===== config.mk =====
export PLATFORM = sky130hd
export DESIGN_NAME = line_follow_speed_ramp_controller
export DESIGN_NICKNAME = d
export VERILOG_FILES = /design/src/rtl/lfsrc_pkg.sv /design/src/rtl/lfsrc_queue.sv /design/src/rtl/lfsrc_front.sv /design/src/rtl/lfsrc_back.sv /design/src/rtl/line_follow_speed_ramp_controller.sv
export SDC_FILE = /design/constraint.sdc
export NUM_CORES = 1
export LEC_CHECK = 0
export BUFFER_PORTS_ARGS = -buffer_cell sky130_fd_sc_hd__buf_2
export CAP_MARGIN = 0
export CORE_AREA = 2 2 173 175
export CTS_CLUSTER_DIAMETER = 200
export DETAILED_ROUTE_END_ITERATION = 8
export DIE_AREA = 0 0 175 177
export GPL_ROUTABILITY_DRIVEN = 0
export SKIP_CTS_REPAIR_TIMING = 1
export SLEW_MARGIN = 20
export SYNTH_ARGS = -nofsm -noshare
export SYNTH_HDL_FRONTEND = slang
export SYNTH_SLANG_ARGS = --single-unit

===== constraint.sdc =====
create_clock -name clk -period 7.4 [get_ports clk]
set_input_delay 1.48 -clock clk [delete_from_list [all_inputs] [get_ports clk]]
set_output_delay 1.48 -clock clk [all_outputs]
set_load 0.005 [all_outputs]

===== src/rtl/lfsrc_pkg.sv =====
// Types and constants for the line follower speed ramp controller.
// No dependencies; used by every other file of the block but the macro header.
`default_nettype none

package lfsrc_pkg;

    typedef enum logic [1:0] {
        DIR_MID   = 2'd0,
        DIR_LEFT  = 2'd1,
        DIR_RIGHT = 2'd2
    } dir_t;

    // configuration register indexes
    localparam logic [1:0] CFG_BASE_DUTY    = 2'd0;
    localparam logic [1:0] CFG_TURN_CONFIRM = 2'd1;
    localparam logic [1:0] CFG_LAP_TICKS    = 2'd2;
    localparam logic [1:0] CFG_PAUSE_TICKS  = 2'd3;

    localparam int CFG_IDX_W  = 2;
    localparam int CFG_DATA_W = 16;

    localparam logic [14:0] BASE_DUTY_RST    = 15'd1000;
    localparam logic [15:0] TURN_CONFIRM_RST = 16'd500;
    localparam logic [15:0] LAP_TICKS_RST    = 16'd4000;
    localparam logic [15:0] PAUSE_TICKS_RST  = 16'd1000;

    // sensor flag / ack bit positions
    localparam int FLAG_RIGHT = 0;
    localparam int FLAG_LEFT  = 1;
    localparam int FLAG_MID   = 2;

    localparam int QUEUE_DEPTH = 2;
    localparam int QPTR_W      = $clog2(QUEUE_DEPTH);
    localparam int QCNT_W      = $clog2(QUEUE_DEPTH + 1);

    typedef struct packed {
        logic       mode;
        logic [2:0] sensor_flags;
    } in_item_t;

    typedef struct packed {
        logic [1:0]  direction_out;
        logic [15:0] duty;
        logic        pausing;
        logic [2:0]  edge_bits;
        logic [2:0]  flag_acked;
    } out_item_t;

    // classified operation handed from front to back
    typedef struct packed {
        logic       is_tick;
        logic       dir_load;
        dir_t       dir_new;
        logic [2:0] ack;
    } op_t;

    typedef struct packed {
        logic full;
        logic empty;
    } q_status_t;

endpackage

`default_nettype wire


===== src/rtl/lfsrc_queue.sv =====
// Two-entry operation queue between front and back.
// Depends on lfsrc_pkg.
`default_nettype none

module lfsrc_queue (
    input  wire logic             clk,
    input  wire logic             rst_n,
    input  wire logic             push,
    input  wire lfsrc_pkg::op_t   push_op,
    input  wire logic             pop,
    output lfsrc_pkg::op_t        head_op,
    output lfsrc_pkg::q_status_t  status
);

    lfsrc_pkg::op_t                      entries_reg [lfsrc_pkg::QUEUE_DEPTH];
    logic [lfsrc_pkg::QPTR_W-1:0]        wr_ptr_reg, wr_ptr_next;
    logic [lfsrc_pkg::QPTR_W-1:0]        rd_ptr_reg, rd_ptr_next;
    logic [lfsrc_pkg::QCNT_W-1:0]        count_reg, count_next;

    localparam logic [lfsrc_pkg::QCNT_W-1:0] FULL_CNT =
        lfsrc_pkg::QCNT_W'(lfsrc_pkg::QUEUE_DEPTH);
    localparam logic [lfsrc_pkg::QPTR_W-1:0] LAST_PTR =
        lfsrc_pkg::QPTR_W'(lfsrc_pkg::QUEUE_DEPTH - 1);

    always_comb
    begin
        wr_ptr_next = wr_ptr_reg;
        rd_ptr_next = rd_ptr_reg;
        count_next  = count_reg;
        if (push)
        begin
            wr_ptr_next = (wr_ptr_reg == LAST_PTR) ? '0 : wr_ptr_reg + 1'b1;
        end
        if (pop)
        begin
            rd_ptr_next = (rd_ptr_reg == LAST_PTR) ? '0 : rd_ptr_reg + 1'b1;
        end
        if (push && !pop)
        begin
            count_next = count_reg + 1'b1;
        end
        else if (pop && !push)
        begin
            count_next = count_reg - 1'b1;
        end
    end

    always_ff @(posedge clk or negedge rst_n)
    begin
        if (!rst_n)
        begin
            wr_ptr_reg <= '0;
            rd_ptr_reg <= '0;
            count_reg  <= '0;
        end
        else
        begin
            wr_ptr_reg <= wr_ptr_next;
            rd_ptr_reg <= rd_ptr_next;
            count_reg  <= count_next;
        end
    end

    always_ff @(posedge clk)
    begin
        if (push)
        begin
            entries_reg[wr_ptr_reg] <= push_op;
        end
    end

    assign head_op      = entries_reg[rd_ptr_reg];
    assign status.full  = (count_reg == FULL_CNT);
    assign status.empty = (count_reg == '0);

endmodule

`default_nettype wire


===== src/rtl/lfsrc_front.sv =====
// Front end: takes input items and classifies them into queue operations.
// Depends on lfsrc_pkg.
`default_nettype none

module lfsrc_front (
    input  wire logic                 item_valid,
    output logic                      item_stall,
    input  wire lfsrc_pkg::in_item_t  item,
    input  wire lfsrc_pkg::q_status_t q_status,
    output logic                      push,
    output lfsrc_pkg::op_t            push_op
);

    assign item_stall = q_status.full;
    assign push       = item_valid && !q_status.full;

    // priority: right, then left, then middle
    always_comb
    begin
        push_op.is_tick  = item.mode;
        push_op.dir_load = 1'b0;
        push_op.dir_new  = lfsrc_pkg::DIR_MID;
        push_op.ack      = '0;
        if (!item.mode)
        begin
            if (item.sensor_flags[lfsrc_pkg::FLAG_RIGHT])
            begin
                push_op.dir_load = 1'b1;
                push_op.dir_new  = lfsrc_pkg::DIR_RIGHT;
                push_op.ack[lfsrc_pkg::FLAG_RIGHT] = 1'b1;
            end
            else if (item.sensor_flags[lfsrc_pkg::FLAG_LEFT])
            begin
                push_op.dir_load = 1'b1;
                push_op.dir_new  = lfsrc_pkg::DIR_LEFT;
                push_op.ack[lfsrc_pkg::FLAG_LEFT] = 1'b1;
            end
            else if (item.sensor_flags[lfsrc_pkg::FLAG_MID])
            begin
                push_op.dir_load = 1'b1;
                push_op.dir_new  = lfsrc_pkg::DIR_MID;
                push_op.ack[lfsrc_pkg::FLAG_MID] = 1'b1;
            end
        end
    end

endmodule

`default_nettype wire


===== src/rtl/lfsrc_back.sv =====
// Back end: configuration registers, controller state and result register.
// Depends on lfsrc_pkg.
`default_nettype none

module lfsrc_back (
    input  wire logic                             clk,
    input  wire logic                             rst_n,
    input  wire logic                             cfg_we,
    input  wire logic [lfsrc_pkg::CFG_IDX_W-1:0]  cfg_index,
    input  wire logic [lfsrc_pkg::CFG_DATA_W-1:0] cfg_data,
    input  wire lfsrc_pkg::op_t                   head_op,
    input  wire lfsrc_pkg::q_status_t             q_status,
    output logic                                  pop,
    output logic                                  result_valid,
    input  wire logic                             result_stall,
    output lfsrc_pkg::out_item_t                  result
);

    logic [14:0] base_duty_reg;
    logic [15:0] turn_confirm_reg, lap_ticks_reg, pause_ticks_reg;

    lfsrc_pkg::dir_t direction_reg, direction_next;
    lfsrc_pkg::dir_t confirmed_reg, confirmed_next;
    logic [15:0]     turn_count_reg, turn_count_next;
    logic [15:0]     straight_count_reg, straight_count_next;
    logic [15:0]     pause_count_reg, pause_count_next;
    logic [15:0]     drive_duty_reg, drive_duty_next;
    logic            pause_flag_reg, pause_flag_next;
    logic [2:0]      edge_select_reg, edge_select_next;

    logic                 result_valid_reg, result_valid_next;
    lfsrc_pkg::out_item_t result_reg, result_next;

    logic [15:0] base16;
    logic [15:0] step;

    function automatic logic [15:0] sat_inc(input logic [15:0] v);
        return (v == 16'hFFFF) ? v : v + 16'd1;
    endfunction

    always_ff @(posedge clk or negedge rst_n)
    begin
        if (!rst_n)
        begin
            base_duty_reg    <= lfsrc_pkg::BASE_DUTY_RST;
            turn_confirm_reg <= lfsrc_pkg::TURN_CONFIRM_RST;
            lap_ticks_reg    <= lfsrc_pkg::LAP_TICKS_RST;
            pause_ticks_reg  <= lfsrc_pkg::PAUSE_TICKS_RST;
        end
        else if (cfg_we)
        begin
            unique case (cfg_index)
                lfsrc_pkg::CFG_BASE_DUTY:    base_duty_reg    <= cfg_data[14:0];
                lfsrc_pkg::CFG_TURN_CONFIRM: turn_confirm_reg <= cfg_data;
                lfsrc_pkg::CFG_LAP_TICKS:    lap_ticks_reg    <= cfg_data;
                lfsrc_pkg::CFG_PAUSE_TICKS:  pause_ticks_reg  <= cfg_data;
                default: ;
            endcase
        end
    end

    // a new op runs when the result register is free or being emptied
    assign pop    = !q_status.empty && (!result_valid_reg || !result_stall);
    assign base16 = {1'b0, base_duty_reg};

    always_comb
    begin
        direction_next      = direction_reg;
        confirmed_next      = confirmed_reg;
        turn_count_next     = turn_count_reg;
        straight_count_next = straight_count_reg;
        pause_count_next    = pause_count_reg;
        drive_duty_next     = drive_duty_reg;
        pause_flag_next     = pause_flag_reg;
        edge_select_next    = edge_select_reg;
        step                = '0;

        if (head_op.is_tick)
        begin
            if (confirmed_reg != direction_reg && turn_count_reg > turn_confirm_reg)
            begin
                turn_count_next     = '0;
                straight_count_next = '0;
                confirmed_next      = direction_reg;
                drive_duty_next     = base16;
            end
            if (direction_reg == lfsrc_pkg::DIR_LEFT ||
                direction_reg == lfsrc_pkg::DIR_RIGHT)
            begin
                turn_count_next = sat_inc(turn_count_next);
            end
            if (direction_reg == lfsrc_pkg::DIR_MID)
            begin
                turn_count_next     = '0;
                straight_count_next = sat_inc(straight_count_next);
                step = (straight_count_next > base16) ? base16 : straight_count_next;
                drive_duty_next = base16 + step;
            end
            if (straight_count_next > lap_ticks_reg)
            begin
                drive_duty_next = '0;
                pause_flag_next = 1'b1;
            end
            if (pause_flag_next)
            begin
                pause_count_next = sat_inc(pause_count_next);
            end
            if (pause_count_next > pause_ticks_reg)
            begin
                pause_flag_next     = 1'b0;
                straight_count_next = '0;
                pause_count_next    = '0;
            end
        end
        else
        begin
            if (head_op.dir_load)
            begin
                direction_next = head_op.dir_new;
            end
            edge_select_next = edge_select_reg ^ head_op.ack;
        end

        result_next.direction_out = direction_next;
        result_next.duty          = drive_duty_next;
        result_next.pausing       = pause_flag_next;
        result_next.edge_bits     = edge_select_next;
        result_next.flag_acked    = head_op.is_tick ? 3'b000 : head_op.ack;

        if (pop)
        begin
            result_valid_next = 1'b1;
        end
        else
        begin
            result_valid_next = result_valid_reg && result_stall;
        end
    end

    always_ff @(posedge clk or negedge rst_n)
    begin
        if (!rst_n)
        begin
            direction_reg      <= lfsrc_pkg::DIR_MID;
            confirmed_reg      <= lfsrc_pkg::DIR_MID;
            turn_count_reg     <= '0;
            straight_count_reg <= '0;
            pause_count_reg    <= '0;
            drive_duty_reg     <= '0;
            pause_flag_reg     <= 1'b0;
            edge_select_reg    <= '0;
            result_valid_reg   <= 1'b0;
        end
        else
        begin
            result_valid_reg <= result_valid_next;
            if (pop)
            begin
                direction_reg      <= direction_next;
                confirmed_reg      <= confirmed_next;
                turn_count_reg     <= turn_count_next;
                straight_count_reg <= straight_count_next;
                pause_count_reg    <= pause_count_next;
                drive_duty_reg     <= drive_duty_next;
                pause_flag_reg     <= pause_flag_next;
                edge_select_reg    <= edge_select_next;
            end
        end
    end

    always_ff @(posedge clk)
    begin
        if (pop)
        begin
            result_reg <= result_next;
        end
    end

    assign result_valid = result_valid_reg;
    assign result       = result_reg;

endmodule

`default_nettype wire


===== src/rtl/line_follow_speed_ramp_controller.sv =====
// Line follower speed ramp controller: sensor events pick a direction, timer
// ticks confirm turns, ramp the motor duty on straights and run a lap pause.
// Sustained rate is one item per clock while result_stall is low. An
// accepted item is decoded in the front end, held in a two-entry queue and
// executed by the back end; its result is registered in the output register
// when the back end pops it from the queue. item_stall rises only once the
// queue holds two items, so up to three items (two queued, one in the output
// register) can wait while the result side stalls.
// Configuration writes take effect at the next edge.
`default_nettype none

module line_follow_speed_ramp_controller (
    input  wire logic                             clk,
    input  wire logic                             rst_n,
    input  wire logic                             cfg_we,
    input  wire logic [lfsrc_pkg::CFG_IDX_W-1:0]  cfg_index,
    input  wire logic [lfsrc_pkg::CFG_DATA_W-1:0] cfg_data,
    input  wire logic                             item_valid,
    output logic                                  item_stall,
    input  wire lfsrc_pkg::in_item_t              item,
    output logic                                  result_valid,
    input  wire logic                             result_stall,
    output lfsrc_pkg::out_item_t                  result
);

    logic                 push;
    logic                 pop;
    lfsrc_pkg::op_t       push_op;
    lfsrc_pkg::op_t       head_op;
    lfsrc_pkg::q_status_t q_status;

    lfsrc_front u_front (
        .item_valid (item_valid),
        .item_stall (item_stall),
        .item       (item),
        .q_status   (q_status),
        .push       (push),
        .push_op    (push_op)
    );

    lfsrc_queue u_queue (
        .clk     (clk),
        .rst_n   (rst_n),
        .push    (push),
        .push_op (push_op),
        .pop     (pop),
        .head_op (head_op),
        .status  (q_status)
    );

    lfsrc_back u_back (
        .clk          (clk),
        .rst_n        (rst_n),
        .cfg_we       (cfg_we),
        .cfg_index    (cfg_index),
        .cfg_data     (cfg_data),
        .head_op      (head_op),
        .q_status     (q_status),
        .pop          (pop),
        .result_valid (result_valid),
        .result_stall (result_stall),
        .result       (result)
    );

endmodule

`default_nettype wire


## Word level (Yosys, flattened, before mapping)

Memory sizes are Yosys's and may differ from the RTL's.
Cells that the tools add are included.

- $add $sub $neg: 8
- Magnitude comparators: 4
- Eq/ne operators: 10
- Muxes and demuxes: 42
- Bitwise gates (word level): 1
- Reductions and logical operators: 24

Operator list:

| cell | number |
|---|---|
| 16-bit 2-to-1 mux | 20 |
| 16-bit by 1-bit adder with 16-bit output (second input constant) | 3 |
| 16-bit == test (second input constant) | 3 |
| 16-bit greater-than comparator | 3 |
| 15-bit by 16-bit adder with 16-bit output | 1 |
| 16-bit by 15-bit greater-than comparator with 1-bit output | 1 |
| 1-bit 2-to-1 mux | 12 |
| 2-bit 2-to-1 mux | 5 |
| 2-bit AND reduction | 5 |
| 3-bit 2-to-1 mux | 3 |
| 2-bit == test (second input constant) | 4 |
| 1-bit logical AND | 6 |
| 1-bit logical NOT | 6 |
| 2-bit logical NOT | 3 |
| 6-bit 2-to-1 mux | 1 |
| 2-bit by 1-bit == test with 1-bit output (second input constant) | 2 |
| 4-bit 2-to-1 mux | 1 |
| 3-bit AND reduction | 1 |
| 3-bit XOR | 1 |
| 1-bit adder (second input constant) | 2 |
| 2-bit by 1-bit adder with 2-bit output (second input constant) | 1 |
| 1-bit logical OR | 2 |
| 2-bit inequality test | 1 |
| 2-bit nonzero test | 1 |
| 2-bit by 1-bit subtractor with 2-bit output (second input constant) | 1 |

- Bits in registers: 165
- Memory bits (writable): 14
- Bits of input ports: 27
- Output and inout port bits: 27
- Memories: 1

Memory list:

| memory | words | bits a word | rd ports | clocked after memory_dff | write ports | RTL line | source |
|---|---|---|---|---|---|---|---|
| u_queue.entries_reg | 2 | 7 | 1 | 0 | 1 | lfsrc_queue.sv:15 | `lfsrc_pkg::op_t entries_reg [lfsrc_pkg::QUEUE_DEPTH];` |

## Logic depth before layout (Yosys ltp)

- Depth in word-level cells: 16
- Depth in mapped cells: 37
- Gate-level depth less buffers: 32

## Cells and area by module

From an unflattened synthesis, not the netlist that was laid out.

- Cell total of the unflattened synthesis: 1215
- Area total of the unflattened synthesis: 11649.9 µm²

Modules (own cells, without submodules):

| module | instances | cells an instance | area each (µm²) |
|---|---|---|---|
| lfsrc_back | 1 | 1167 | 10874.2 |
| lfsrc_queue | 1 | 38 | 699.4 |
| lfsrc_front | 1 | 10 | 76.3 |

## Worst setup path after synthesis

OpenSTA, ideal clock, no wires.

- Path kind: register to register
- Start: register u_back.turn_confirm_reg[7]
- End: register u_back.pause_count_reg[6]
- Library setup time: 0.116 ns
- Data arrival time: 7.071 ns
- Required time: 7.284 ns
- Path slack: 0.214 ns
- Cell stages (with the launch flop): 35
- Path buffers: 4
- Clock period less this slack: 7.186 ns
- Cell sequence: dfstp_2 -> inv_1 -> ha_1 -> a21oi_1 -> o21ai_0 -> o2bb2ai_1 -> o31a_2 -> buf_2 -> buf_2 -> nor2_1 -> ha_1 -> buf_2 -> nand4_1 -> nor4_4 -> nand3_1 -> or2_1 -> mux2_2 -> mux2_2 -> ha_1 -> and4_1 -> nand4_1 -> nor2_1 -> a31oi_2 -> nand3_2 -> nor2_1 -> xnor2_1 -> ha_1 -> a2111oi_0 -> nand2_1 -> o211ai_1 -> a31oi_2 -> nand2b_1 -> buf_2 -> or4_1 -> o311ai_0

- Cells in the longest elaborated chain, start to end: 15
- Elaborated cells between the ends (all ways): 16
- Those cells by class: add/sub: 1; order compare: 3; eq/ne: 1; mux: 10; reduce/logical: 1

RTL lines:

| what | RTL line | source |
|---|---|---|
| start, declared | lfsrc_back.sv:20 | `logic [15:0] turn_confirm_reg, lap_ticks_reg, pause_ticks_reg;` |
| start signal, assigned | lfsrc_back.sv:46 | `turn_confirm_reg <= lfsrc_pkg::TURN_CONFIRM_RST;` |
| start signal, assigned | lfsrc_back.sv:54 | `lfsrc_pkg::CFG_TURN_CONFIRM: turn_confirm_reg <= cfg_data;` |
| 16-bit greater-than comparator * | lfsrc_back.sv:80 | `if (confirmed_reg != direction_reg && turn_count_reg > turn_confirm_reg)` |
| 1-bit logical AND * | lfsrc_back.sv:80 |  |
| 16-bit 2-to-1 mux * | lfsrc_back.sv:80 |  |
| 16-bit 2-to-1 mux * | lfsrc_back.sv:78 | `if (head_op.is_tick)` |
| 16-bit by 1-bit adder with 16-bit output or 16-bit == test (tied branches) | lfsrc_back.sv:38 | `return (v == 16'hFFFF) ? v : v + 16'd1;` |
| 16-bit 2-to-1 mux | lfsrc_back.sv:38 |  |
| 16-bit 2-to-1 mux * | lfsrc_back.sv:92 | `if (direction_reg == lfsrc_pkg::DIR_MID)` |
| 16-bit 2-to-1 mux * | lfsrc_back.sv:78 |  |
| 16-bit greater-than comparator * | lfsrc_back.sv:99 | `if (straight_count_next > lap_ticks_reg)` |
| 1-bit 2-to-1 mux * | lfsrc_back.sv:99 |  |
| 1-bit 2-to-1 mux * | lfsrc_back.sv:78 |  |
| 16-bit 2-to-1 mux * | lfsrc_back.sv:104 | `if (pause_flag_next)` |
| 16-bit 2-to-1 mux * | lfsrc_back.sv:78 |  |
| 16-bit greater-than comparator | lfsrc_back.sv:108 | `if (pause_count_next > pause_ticks_reg)` |
| 16-bit 2-to-1 mux * | lfsrc_back.sv:108 |  |
| end signal, assigned | lfsrc_back.sv:163 | `pause_count_reg <= pause_count_next;` |
| end, declared | lfsrc_back.sv:26 | `logic [15:0] pause_count_reg, pause_count_next;` |

Every way passes the cells marked *; elsewhere a longest branch is shown, timed or not. The select of a mux whose other input is x is not followed.
A chain may end at the register's enable or synchronous reset.

## Worst setup path in the final report

- Start: register u_back.turn_confirm_reg[7]
- End: register u_back.result_reg (netlist bit u_back.result[21]), data pin

- Cells in the longest elaborated chain, start to end: 12
- Elaborated cells between the ends (all ways): 17
- Those cells by class: add/sub: 2; order compare: 3; eq/ne: 1; mux: 10; reduce/logical: 1

RTL lines:

| what | RTL line | source |
|---|---|---|
| 16-bit greater-than comparator * | lfsrc_back.sv:80 |  |
| 1-bit logical AND * | lfsrc_back.sv:80 |  |
| 16-bit 2-to-1 mux | lfsrc_back.sv:80 |  |
| 16-bit 2-to-1 mux | lfsrc_back.sv:78 |  |
| 16-bit by 1-bit adder with 16-bit output or 16-bit == test (tied branches) | lfsrc_back.sv:38 |  |
| 16-bit 2-to-1 mux | lfsrc_back.sv:38 |  |
| 16-bit by 15-bit greater-than comparator with 1-bit output | lfsrc_back.sv:96 | `step = (straight_count_next > base16) ? base16 : straight_count_next;` |
| 16-bit 2-to-1 mux | lfsrc_back.sv:96 |  |
| 15-bit by 16-bit adder with 16-bit output | lfsrc_back.sv:97 | `drive_duty_next = base16 + step;` |
| 16-bit 2-to-1 mux | lfsrc_back.sv:92 |  |
| 16-bit 2-to-1 mux * | lfsrc_back.sv:99 |  |
| 16-bit 2-to-1 mux * | lfsrc_back.sv:78 |  |
| via u_back.drive_duty_next[14] | lfsrc_back.sv:27 | `logic [15:0] drive_duty_reg, drive_duty_next;` |
| end signal, assigned | lfsrc_back.sv:175 | `result_reg <= result_next;` |
| end, declared | lfsrc_back.sv:32 | `lfsrc_pkg::out_item_t result_reg, result_next;` |

The timed path passes the listed nets; every way through them passes the cells marked *. The select of a mux whose other input is x is not followed.

==> flow_metrics.tcl <==
set metrics [dict create \
    run_status "complete, no violations" \
    yosys.area_share.simple_pct 16.8 \
    dr_total_vias 9008 \
    asyncSetResetFlopFracSynth_pct 80.0 \
    period_minus_slack_ps 7060 \
    slew_viols_final 0 \
    detail-route-antenna-nets 0 \
    grt.met2_usage_pct 30.7 \
    worst_hold_slack_ps 495 \
    startpoint_type "register" \
    grt_pass1_wl_um 46000 \
    critical_path.max_fanout 6 \
    ctsLongestPathBuffers 2 \
    p_int_uw 2490 \
    yosysWarnings 0 \
    vert_die_dim_um 177 \
    num-nets-final 1365 \
    worstPathRequired_ps 7590 \
    leakage_uw 0.00572 \
    synth_adder_area_share_pct 9.17 \
    postSynthAreaPerCell_sq_um 9.58 \
    rel_slew_slack_pct 38.7 \
    share_comb_of_total_power_pct 41.6 \
    cpMaxStageDelayCell "dfstp_2" \
    fin_crit_sh_pct 95.4 \
    die-area_sq_mm 0.0310 \
    clkLatencyLatePin_ps 450 \
    max_freq_mhz 142 \
    rows 63 \
    antenna_found_initial 0 \
    drt-wirelength-per-cell_um 17.3 \
    report.final.hold_viol_count 0 \
    synth_sequential_area_ratio_pct 39.7 \
    die_w_um 175 \
    post-synth-top-area-fraction_pct 25.1 \
    synthDominantAreaCellType "dfrtp_1" \
    clock_tree.htree_level_count 4 \
    grtUsageMet1_pct 26.2 \
    report.final.setup_viol 0 \
    synthesized_net_count 1316 \
    areaGrowthSynthToFinish_pct 13.0 \
    power.switching_uw 1610 \
    synth_xor_area_share_pct 4.17 \
    post_dp_cell_area_sq_mm 0.0122 \
    globalRoute.busiestLayer "met2" \
    netlist_top_cells_area "dfrtp_1, edfxtp_1, ha_1" \
    largest_reg_flops 25 \
    tightest_slew_ps 916 \
    total_of_flip_flops_plus_latches_after_synthesis 175 \
    ys_types 86 \
    dp.cells 1618 \
    clock_power_share_pct 22.6 \
    timing.clock.skew_ps 17.5 \
    crit_top_cell "ha_1" \
    place.port_buffers 53 \
    critPathArrivalTime_ps 7250 \
    grt_pass1_vias 8617 \
    tritoncts.num_buffers 17 \
    holdCritPathClass "reg -> reg" \
    cts_tree "yes" \
    synth_top_family_by_area "simple AND/OR/NAND/NOR gates" \
    track_usage_pct 18.8 \
    grt_remaining_overflow 0 \
    utilization_of_the_core_after_routing_pct 44.6 \
    synthMuxAreaShare_pct 9.47 \
    cts_root_buffer "clkbuf_16" \
    final_design_area_no_fill_sq_mm 0.0130 \
    netlist_area_sq_mm 0.0115 \
    register_clock_pin_slew_on_the_reported_worst_setup_and_hold_paths_ps 80 \
    drt_wl_total_um 28700 \
    synthesis.instances 1205 \
    ys_dominant_reg_cell "dfrtp_1" \
    drt-vias-per-instance 5.44 \
    pwr_density_cell_mw_per_mm2 315 \
    vdd_ir_drop_max_mv 0.184 \
    pwr-share-seq_pct 35.7 \
    drt_pre_antenna_iters 7 \
    compound_cell_area_share_of_the_yosys_netlist_pct 15.7 \
    swShare_pct 39.3 \
    hpwlAfterDp_um 20500 \
    criticalPathCategory "reg -> reg" \
    finish.cell_count_without_fillers 1657 \
    drc 0 \
    num_antenna_cells 0 \
    timing.critical_path.to_type "register" \
    maximum_number_of_pins_on_one_net_before_global_route_repair 76 \
    starting_density_of_the_core_pct 39.5 \
    met3_usage_pct 2.51 \
    crit_path_max_incr_delay_ps 530 \
    cts_sinks 175 \
    core-area_sq_mm 0.0292 \
    first_drt_iteration_drcs 650 \
    num_io_pins 54 \
    synth_enable_flop_cells 35 \
    final_layout_size_suffix_gt1_share_pct 22.2 \
    cap_violations 0 \
]
-- power by group through the flow --
stage	sequential [uW]	combinational [uW]	clock [uW]
2_1_floorplan	1440	1190	0
3_3_place_gp	1480	1620	0
3_5_place_dp	1480	1650	0
4_1_cts	1470	1660	945
5_1_grt	1500	1930	985
6_report	1470	1710	929
-- synthesized netlist by cell type, types with 11 or more instances --
| cell | instances |
|---|---|
| clkbuf_1 | 28 |
| dfstp_2 | 24 |
| mux2_2 | 74 |
| edfxtp_1 | 35 |
| ha_1 | 83 |
| o211ai_1 | 19 |
| nand2_1 | 134 |
| buf_2 | 20 |
| nor2b_1 | 15 |
| nor3_1 | 23 |
| mux2i_1 | 14 |
| a21oi_1 | 43 |
| inv_1 | 79 |
| and3_1 | 11 |
| nand3_1 | 32 |
| o21ai_0 | 96 |
| xor2_1 | 32 |
| dfrtp_1 | 116 |
| o21a_1 | 14 |
| nor2_1 | 75 |
| o31ai_1 | 15 |
| nand4_1 | 19 |
| xnor2_1 | 23 |
| a211oi_1 | 12 |
-- cell families (layout without fill, tap and decap cells) --
logic type,count (synthesis),after routing
and+or+nand+nor,385,385
AOI/OAI and AO/OA,275,275
DFF,175,175
buffers and inverters,135,197
muxes,96,96
adders and majority gates,84,84
xor gates and xnor gates,55,55
-- critical path, delay by kind of cell, from the launching register on --
family	cells	cell delay (ps)
AND/OR/NAND/NOR	13	2820
adder cells (fa/ha/maj)	4	1120
multiplexers	2	660
buffers and inverters	1	40
AO/OA/AOI/OAI	9	1650
flip-flops	1	530
-- cell usage in the layout, fill, tap and decap left out, drive strengths merged, types with 5 or more instances in the layout --
master and n:
or2 7, clkbuf 17, buf 85, nand4 21, a32o 6, nor4 9, xor2 32, dfstp 24
a21oi 44, o211ai 19, nor2 76, nor3b 6, mux2 82, inv 88, a21o 8, clkinv 5
o31a 6, nor3 23, a211oi 12, o31ai 16, and3 13, dfrtp 116, mux2i 14, o41ai 6
a31oi 9, xnor2 23, nand3b 5, and4 10, o21ai 100, or3 7, ha 83, and2 8
nor2b 15, o21a 14, nand2 136, edfxtp 35, or4 5, nand3 35
-- area by class of cell --
type                       instances  area, sq um
clock inverter                    15          168
multi-input combinational        895         6540
fill                            2841        16200
timing repair buffer              85          544
inverter                          80          300
clock buffer                      17          425
sequential                       175         4580
tap                              390          488
-- final timing paths --
kind | startpoint | endpoint | slack [ps] | depth (start not counted)
worst max register to register | u_back.turn_confirm_reg[7]$_DFFE_PN1P_ | u_back.result[21]$_DFFE_PP_ | 340 | 29
worst min-delay path | u_back.edge_select_reg[0]$_DFFE_PN0P_ | u_back.edge_select_reg[0]$_DFFE_PN0P_ | 500 | 1
min in group asynchronous | rst_n | u_back.edge_select_reg[2]$_DFFE_PN0P_ | 1030 | 1
worst max-delay path | u_back.turn_confirm_reg[7]$_DFFE_PN1P_ | u_back.result[21]$_DFFE_PP_ | 340 | 29
max in group asynchronous | rst_n | u_back.turn_confirm_reg[7]$_DFFE_PN1P_ | 5060 | 3
worst min register to register | u_back.edge_select_reg[0]$_DFFE_PN0P_ | u_back.edge_select_reg[0]$_DFFE_PN0P_ | 500 | 1
-- stage by stage --
stage / power, uW / TNS (ps) / setup WS (ps)
finish: 4100 / 0 / 340
global route: 4410 / -507 / -102
CTS: 4070 / -76.7 / -76.7
detailed placement: 3130 / -5.19 / -5.19
global placement: 3100 / 0 / 230
floorplan: 2630 / 0 / 214
-- layer usage --
layer / wire length [um] / up-vias
met5: 0 / -
met4: 415 / 0
met3: 1000 / 28
met1: 13900 / 4336
met2: 13400 / 179
li1: - / 4465
(Power assumes the default switching activity.)
